[src/sv/plic_pkg.sv]
// ----------------------------------------------------------------------------
// plic_pkg
// Types and constants shared by the interrupt controller modules.
// ----------------------------------------------------------------------------
package plic_pkg;

    localparam int NumSources   = 32;
    localparam int NumContexts  = 2;
    localparam int PrioBits     = 3;
    localparam int IdBits       = 5;

    localparam logic [1:0] REQ_READ   = 2'd0;
    localparam logic [1:0] REQ_WRITE  = 2'd1;
    localparam logic [1:0] REQ_LEVEL  = 2'd2;
    localparam logic [1:0] REQ_UNUSED = 2'd3;

    typedef struct packed {
        logic [1:0]  req_type;
        logic [25:0] addr;
        logic [31:0] wdata;
        logic [9:0]  source_id;
        logic        source_level;
    } plic_in_t;

    typedef struct packed {
        logic [31:0] rdata;
        logic        access_error;
        logic [1:0]  irq_lines;
    } plic_out_t;

    typedef enum logic [2:0] {
        ST_IDLE,
        ST_READ,
        ST_EXEC,
        ST_SCAN,
        ST_OUT
    } plic_state_t;

    // Decoded register class.
    typedef enum logic [2:0] {
        RG_BAD,
        RG_PRIO,
        RG_PEND,
        RG_ENABLE,
        RG_THRESH,
        RG_CLAIM
    } plic_reg_t;

endpackage

[src/sv/plic_prio_ram.sv]
// ----------------------------------------------------------------------------
// plic_prio_ram
// Source priority memory, one write port and one registered read port.
// ----------------------------------------------------------------------------
module plic_prio_ram
    import plic_pkg::*;
(
    input  logic                clk,
    input  logic                we,
    input  logic [IdBits-1:0]   waddr,
    input  logic [PrioBits-1:0] wdata,
    input  logic [IdBits-1:0]   raddr,
    output logic [PrioBits-1:0] rdata
);

    logic [PrioBits-1:0] mem [NumSources];

    // Write and read in the clock domain.
    always_ff @(posedge clk)
    begin
        if (we)
        begin
            mem[waddr] <= wdata;
        end
        rdata <= mem[raddr];
    end

endmodule

[src/sv/platform_interrupt_controller_core.sv]
// ----------------------------------------------------------------------------
// platform_interrupt_controller_core
// Platform-level interrupt controller: priorities, pending, enables,
// thresholds and claim/complete for two contexts.
//
//  Channel | Dir | Type       | Handshake
//  in      | in  | plic_in_t  | in_valid / in_stall
//  out     | out | plic_out_t | out_valid / out_stall
//
// Each transaction runs through these steps: the idle state accepts it, a
// sweep over the priority memory (one read per cycle) finds the winners
// before the update, the EXEC state applies the update, a second sweep finds
// the winners after it, and the OUT state presents the result. Priority memory
// has no reset; a valid bit per source makes unwritten entries read as zero.
// Reset clears all control state. A stalled output holds and blocks new input.
// ----------------------------------------------------------------------------
module platform_interrupt_controller_core
    import plic_pkg::*;
(
    input  logic      clk,
    input  logic      rst_n,
    input  logic      in_valid,
    output logic      in_stall,
    input  plic_in_t  in_data,
    output logic      out_valid,
    input  logic      out_stall,
    output plic_out_t out_data
);

    plic_state_t state_reg, state_next;
    plic_in_t    req_reg;
    logic [NumSources-1:0] pend_reg, insvc_reg, lvl_reg, pvalid_reg;
    logic [NumSources-1:0] en_reg [NumContexts];
    logic [PrioBits-1:0]   thr_reg [NumContexts];
    logic [IdBits:0]       scan_reg;
    logic                  pass_reg;
    logic [IdBits-1:0]     best_reg [NumContexts];
    logic [PrioBits-1:0]   bpr_reg [NumContexts];
    plic_out_t             out_reg;
    logic [31:0]           rd_reg;
    logic                  err_reg;

    logic                  ram_we;
    logic [IdBits-1:0]     ram_raddr, ram_waddr;
    logic [PrioBits-1:0]   ram_rdata, ram_wdata, prio_eff;
    plic_reg_t             rclass;
    logic                  rctx;
    logic [IdBits-1:0]     sid_prev;

    plic_prio_ram u_ram (
        .clk   (clk),
        .we    (ram_we),
        .waddr (ram_waddr),
        .wdata (ram_wdata),
        .raddr (ram_raddr),
        .rdata (ram_rdata)
    );

    // Decode the register address.
    always_comb
    begin
        logic [25:0] a;
        a = req_reg.addr;
        rclass = RG_BAD;
        rctx   = 1'b0;
        if (a[1:0] == 2'b00)
        begin
            if (a < 26'(4 * NumSources))
                rclass = RG_PRIO;
            else if (a == 26'h1000)
                rclass = RG_PEND;
            else if (a == 26'h2000 || a == 26'h2080)
            begin
                rclass = RG_ENABLE;
                rctx   = a[7];
            end
            else if (a == 26'h200000 || a == 26'h201000)
            begin
                rclass = RG_THRESH;
                rctx   = a[12];
            end
            else if (a == 26'h200004 || a == 26'h201004)
            begin
                rclass = RG_CLAIM;
                rctx   = a[12];
            end
        end
    end

    // Memory ports: sweep during SCAN, requested priority word on the last
    // sweep cycle so that it is ready for EXEC.
    assign sid_prev  = scan_reg[IdBits-1:0] - IdBits'(1);
    assign ram_raddr = (state_reg == ST_SCAN && scan_reg != 6'(NumSources))
                       ? scan_reg[IdBits-1:0] : req_reg.addr[IdBits+1:2];
    assign ram_we    = (state_reg == ST_EXEC) && (req_reg.req_type == REQ_WRITE)
                       && (rclass == RG_PRIO) && (req_reg.addr[IdBits+1:2] != '0);
    assign ram_waddr = req_reg.addr[IdBits+1:2];
    assign ram_wdata = req_reg.wdata[PrioBits-1:0];
    assign prio_eff  = pvalid_reg[sid_prev] ? ram_rdata : '0;

    // Next state.
    always_comb
    begin
        state_next = state_reg;
        unique case (state_reg)
            ST_IDLE: if (in_valid) state_next = ST_SCAN;
            ST_SCAN: if (scan_reg == 6'(NumSources)) state_next = pass_reg ? ST_OUT : ST_EXEC;
            ST_EXEC: state_next = ST_SCAN;
            ST_OUT:  if (!out_stall) state_next = ST_IDLE;
            default: state_next = ST_IDLE;
        endcase
    end

    // Handshake outputs.
    always_comb
    begin
        in_stall  = (state_reg != ST_IDLE);
        out_valid = (state_reg == ST_OUT);
        out_data  = out_reg;
    end

    // Datapath and control registers.
    always_ff @(posedge clk or negedge rst_n)
    begin
        if (!rst_n)
        begin
            state_reg  <= ST_IDLE;
            pend_reg   <= '0;
            insvc_reg  <= '0;
            lvl_reg    <= '0;
            pvalid_reg <= '0;
            scan_reg   <= '0;
            pass_reg   <= 1'b0;
            for (int c = 0; c < NumContexts; c++)
            begin
                en_reg[c]  <= '0;
                thr_reg[c] <= '0;
            end
        end
        else
        begin
            state_reg <= state_next;
            unique case (state_reg)
                ST_IDLE:
                begin
                    if (in_valid)
                    begin
                        req_reg  <= in_data;
                        scan_reg <= '0;
                        pass_reg <= 1'b0;
                        for (int c = 0; c < NumContexts; c++)
                        begin
                            best_reg[c] <= '0;
                            bpr_reg[c]  <= thr_reg[c];
                        end
                    end
                end
                ST_SCAN:
                begin
                    // Compare the entry read on the previous cycle.
                    if (scan_reg != '0)
                    begin
                        for (int c = 0; c < NumContexts; c++)
                        begin
                            if (sid_prev != '0 && pend_reg[sid_prev]
                                && en_reg[c][sid_prev] && prio_eff > bpr_reg[c])
                            begin
                                best_reg[c] <= sid_prev;
                                bpr_reg[c]  <= prio_eff;
                            end
                        end
                    end
                    if (scan_reg == 6'(NumSources))
                    begin
                        if (pass_reg)
                        begin
                            out_reg.rdata        <= rd_reg;
                            out_reg.access_error <= err_reg;
                            for (int c = 0; c < NumContexts; c++)
                                out_reg.irq_lines[c] <= (best_reg[c] != '0) ||
                                    (sid_prev != '0 && pend_reg[sid_prev]
                                     && en_reg[c][sid_prev] && prio_eff > bpr_reg[c]);
                        end
                    end
                    else
                        scan_reg <= scan_reg + 6'd1;
                end
                ST_EXEC:
                begin
                    logic [NumSources-1:0] p, s, l;
                    logic [IdBits-1:0] win;
                    p = pend_reg; s = insvc_reg; l = lvl_reg;
                    rd_reg  <= '0;
                    err_reg <= 1'b0;
                    win = best_reg[rctx];
                    if (req_reg.req_type == REQ_LEVEL)
                    begin
                        if (req_reg.source_id != '0 && req_reg.source_id < 10'(NumSources))
                            l[req_reg.source_id[IdBits-1:0]] = req_reg.source_level;
                    end
                    else if (req_reg.req_type == REQ_READ || req_reg.req_type == REQ_WRITE)
                    begin
                        case (rclass)
                            RG_PRIO:
                                if (req_reg.req_type == REQ_WRITE)
                                begin
                                    if (ram_we)
                                        pvalid_reg[ram_waddr] <= 1'b1;
                                end
                                else
                                    rd_reg <= 32'(pvalid_reg[ram_waddr] ? ram_rdata : '0);
                            RG_PEND:
                                if (req_reg.req_type == REQ_READ)
                                    rd_reg <= 32'(pend_reg & ~32'd1);
                            RG_ENABLE:
                                if (req_reg.req_type == REQ_WRITE)
                                    en_reg[rctx] <= req_reg.wdata & ~32'd1;
                                else
                                    rd_reg <= en_reg[rctx];
                            RG_THRESH:
                                if (req_reg.req_type == REQ_WRITE)
                                    thr_reg[rctx] <= req_reg.wdata[PrioBits-1:0];
                                else
                                    rd_reg <= 32'(thr_reg[rctx]);
                            RG_CLAIM:
                                if (req_reg.req_type == REQ_WRITE)
                                begin
                                    if (req_reg.wdata != '0 && req_reg.wdata < 32'(NumSources))
                                        s[req_reg.wdata[IdBits-1:0]] = 1'b0;
                                end
                                else
                                begin
                                    if (win != '0)
                                    begin
                                        p[win] = 1'b0;
                                        s[win] = 1'b1;
                                    end
                                    rd_reg <= 32'(win);
                                end
                            default: err_reg <= 1'b1;
                        endcase
                    end
                    // Gateways: level high and not in service sets pending.
                    p = (p | (l & ~s)) & ~32'd1;
                    pend_reg  <= p;
                    insvc_reg <= s;
                    lvl_reg   <= l;
                    scan_reg  <= '0;
                    pass_reg  <= 1'b1;
                    for (int c = 0; c < NumContexts; c++)
                    begin
                        best_reg[c] <= '0;
                        bpr_reg[c]  <= (req_reg.req_type == REQ_WRITE && rclass == RG_THRESH
                                        && rctx == c[0]) ? req_reg.wdata[PrioBits-1:0]
                                                         : thr_reg[c];
                    end
                end
                default: ;
            endcase
        end
    end

endmodule
[config.mk]
export PLATFORM = sky130hd
export DESIGN_NAME = platform_interrupt_controller_core
export DESIGN_NICKNAME = d
export VERILOG_FILES = /design/src/sv/plic_pkg.sv /design/src/sv/plic_prio_ram.sv /design/src/sv/platform_interrupt_controller_core.sv
export SDC_FILE = /design/constraint.sdc
export NUM_CORES = 1
export LEC_CHECK = 0
export BUFFER_PORTS_ARGS = -buffer_cell sky130_fd_sc_hd__buf_4
export CORE_ASPECT_RATIO = 1.1
export CORE_MARGIN = 5
export CORE_UTILIZATION = 65
export CTS_BUF_LIST = sky130_fd_sc_hd__clkbuf_4
export DETAILED_ROUTE_END_ITERATION = 8
export PLACE_DENSITY = 0.85
export SYNTH_ARGS = -nofsm -noshare
export SYNTH_HDL_FRONTEND = slang
export SYNTH_SLANG_ARGS = --single-unit
[constraint.sdc]
create_clock -name clk -period 7.77 [get_ports clk]
set_input_delay 1.554 -clock clk [delete_from_list [all_inputs] [get_ports clk]]
set_output_delay 1.554 -clock clk [all_outputs]
set_load 0.03 [all_outputs]
==> run_results.csv <==
group,metric,value,unit
route,vias_per_cell,6.45,
clock_network,cts_made_buffers,107,
clock_network,hold_buffers,0,
route,vias,15924,
worst_setup_path,cp.required,8.17,ns
power,power_frac_seq,42.7,%
min_path,hold_class,"reg -> reg",
sta,tns,0,ns
power,p_leak,9.43,nW
floorplan,die_w,181,µm
global_route,met1_usage,40.8,%
worst_setup_path,cp_max_fo,41,
global_route,grt_busiest_layer,"met2",
cells_and_area,syn2layout_area_growth,12.6,%
clock_network,clkSlewWorstSetupHoldPaths,0.07,ns
clock_network,cts_buffer_depth,3,
placement,place_ws,2.44,ns
sta,tightest_slew,1.24,ns
clock_network,cts_root_buf,"clkbuf_4",
route,drt_iter0_markers,2284,
synthesis,synthArstFlopShare,44.4,%
worst_setup_path,crit_slowest_cell,"o21ai_0",
sta,max_slew_margin,15.3,%
synthesis,ys.flop_type,"edfxtp_1",
route,routedWlPerCell,22.4,µm
worst_setup_path,worstSetupEndpointType,"flip-flop",
power,intPower,4.23,mW
job,maxCapViolCount,0,
worst_setup_path,worstPathCellList,"buf_4, inv_1, ha_1, mux4_2, and2_1, a211oi_1, a311o_1, o21ai_0, and2_1, ha_1, nor2b_1, o21a_1, o21ai_0, a21oi_1, nand2_1, o21ai_0",
sta,grt_setup_unrepaired,"false",
worst_setup_path,crit_path_max_incr_delay,0.95,ns
placement,portBuffers,111,
run_status,status,"finished, final reports clean",
global_route,antenna_found_initial,2,
cells_and_area,num-fill-cells,2121,
power,power.total,6.43,mW
worst_setup_path,crit_arrival,5.87,ns
worst_setup_path,crit_type,"reg -> reg",
sta,fin_ws,2.30,ns
power,switching_share,34.2,%
sta,setup_violations,0,
synthesis,ys_seq_area_share,60.5,%
synthesis,yosysUniqueCellTypes,71,
global_route,grt_pass1_vias,15685,
sta,min_period_over_period,70.3,%
synthesis,synth_area_per_cell,11.6,µm²
global_route,grt_pass1_wl,86800,µm
worst_setup_path,crit_top_cell,"o21ai_0",
cells_and_area,drive_above_1_share,25.7,%
worst_setup_path,cp-start-kind,"flip-flop",
placement,placed_cells,2269,
clock_network,clock_sinks,457,
synthesis,syn_inst,1807,
power,switching_power,2.20,mW
floorplan,core,32000,µm²
synthesis,syn-cell-area,20900,µm²
cells_and_area,regArea,12700,µm²
worst_setup_path,r2r_slack,2.30,ns
clock_network,cts_htree_levels,3,
sta,final_hold_viol_count,0,
cells_and_area,fin_nets,2037,
sta,finalMaxSlewViolations,0,
cells_and_area,final_cells,2469,
clock_network,cts_tree,"built",
sta,fmax,183,MHz
sta,skew,0.0587,ns
global_route,use_met2,48.7,%
global_route,gr-usage-met3,8.05,%
route,wirelength,55300,µm
power,power.density,273,nW/µm²
route,ant_nets,0,
worst_setup_path,cpLargestDelayFamily,"compound AO/OA/AOI/OAI gates",
clock_network,ctsResizeCount,0,
floorplan,ioPinCount,112,
floorplan,fp.dieH,198,µm
placement,hpwl,38200,µm
floorplan,initial_core_util,65.4,%
sta,fin_crit,5.47,ns
clock_network,insertion_delay,0.82,ns
power,power_frac_comb,27.0,%
floorplan,dieArea,35900,µm²
route,dr.pass1.iters,6,
global_route,track_usage,30.9,%
clock_network,postCtsSetupRepairBufs,0,
synthesis,synth_enable_flop_cells,251,
floorplan,rows,69,
power,p_clk_share,30.3,%
synthesis,yosysWarnings,0,
global_route,grt_overflow,0,
placement,routabilityCongestion,0.996,
worst_setup_path,crit_buf_inv,2,
cells_and_area,largest_register_ffs,96,
power,ir_drop,210,µV
cells_and_area,multi_input_area,7810,µm²
route,drcViolationCount,0,
synthesis,ys_ff_latch,457,
global_route,grt_start_max_net_pins,73,
per-stage QoR:
| step | hold slack [ns] | area [µm²] | utilization, % |
|---|---|---|---|
| after floorplan | 0.400 | 20900 | - |
| after global placement | 0.396 | 22200 | 69.2 |
| after detailed placement | 0.393 | 22200 | 69.2 |
| after CTS | 0.408 | 23600 | 73.6 |
| after global routing | 0.415 | 23600 | 73.6 |
| final | 0.408 | 23600 | 73.6 |
placed cells by master (no fill, tap or decap), types with 11 or more instances in the layout:
cell type | Yosys | final
nor2_1 | 149 | 148
buf_4 | 0 | 138
clkbuf_4 | 0 | 151
nor3_1 | 14 | 14
a21oi_1 | 122 | 122
a32oi_1 | 12 | 12
mux2i_1 | 30 | 28
or2_2 | 39 | 39
edfxtp_1 | 251 | 251
nand3_1 | 68 | 68
dfrtp_1 | 203 | 202
inv_1 | 25 | 25
a221oi_1 | 11 | 11
mux2_2 | 120 | 120
mux4_2 | 31 | 31
a31oi_1 | 19 | 19
nor2b_1 | 13 | 13
clkinv_1 | 0 | 31
o21ai_0 | 86 | 86
nand2_1 | 314 | 314
layout make-up:
cell class	instances	area share, %
Clock inverter	47	1.20
Timing Repair Buffer	139	4.45
Antenna cell	2	0.0212
Sequential cell	457	53.8
Multi-Input combinational cell	1222	33.1
Clock buffer	151	4.81
Inverter	25	0.398
Tap cell	426	2.26
cells by family after synthesis:
group	after synthesis	synth area share [%]
compound gates	330	9.57
xor+xnor	6	0.251
fa+ha+maj	10	0.597
buf+inv	130	2.49
flops	457	60.5
mux	181	11.2
other cells	1	0.0179
simple gates	692	15.3
metal layers:
layer / vias up / share of wire, %
li1: 6949 / -
met1: 7699 / 37
met2: 1072 / 47
met3: 204 / 11
met4: 0 / 5.2
met5: - / 0
Yosys cell counts, types with 11 or more instances:
cell type  instances  area share, %
mux4_2            31            3.3
o21ai_0           86            2.1
nor2_1           149            2.7
buf_2             27           0.65
a21oi_1          122            2.9
clkbuf_1          62            1.1
mux2_2           120            6.5
nand3_1           68            1.6
a32oi_1           12           0.50
nor2b_1           13           0.39
nor3_1            14           0.33
nand2_1          314            5.6
buf_1             16           0.29
a221oi_1          11           0.46
edfxtp_1         251             36
mux2i_1           30            1.4
dfrtp_1          203             24
or2_2             39            1.2
a31oi_1           19           0.57
inv_1             25           0.45
worst paths after layout:
path	cells past startpoint	start	to
hold reg to reg	0	pvalid_reg[0]	pvalid_reg[0]
max in group asynchronous	3	rst_n	insvc_reg[14]
setup / recovery	16	scan_reg[0]	best_reg[1][0]
setup reg to reg	16	scan_reg[0]	best_reg[1][0]
min in group asynchronous	1	rst_n	lvl_reg[20]
hold / removal	0	pvalid_reg[0]	pvalid_reg[0]
power by group through the flow:
stage          Combinational [mW]  Sequential, mW  Clock [mW]
3_5_place_dp                 1.69            2.79           0
2_1_floorplan                1.23            2.73           0
4_1_cts                      1.70            2.74        1.97
3_3_place_gp                 1.64            2.79           0
5_1_grt                      1.89            2.75        2.12
6_report                     1.74            2.75        1.95
Power figures use the tool's default switching activity.
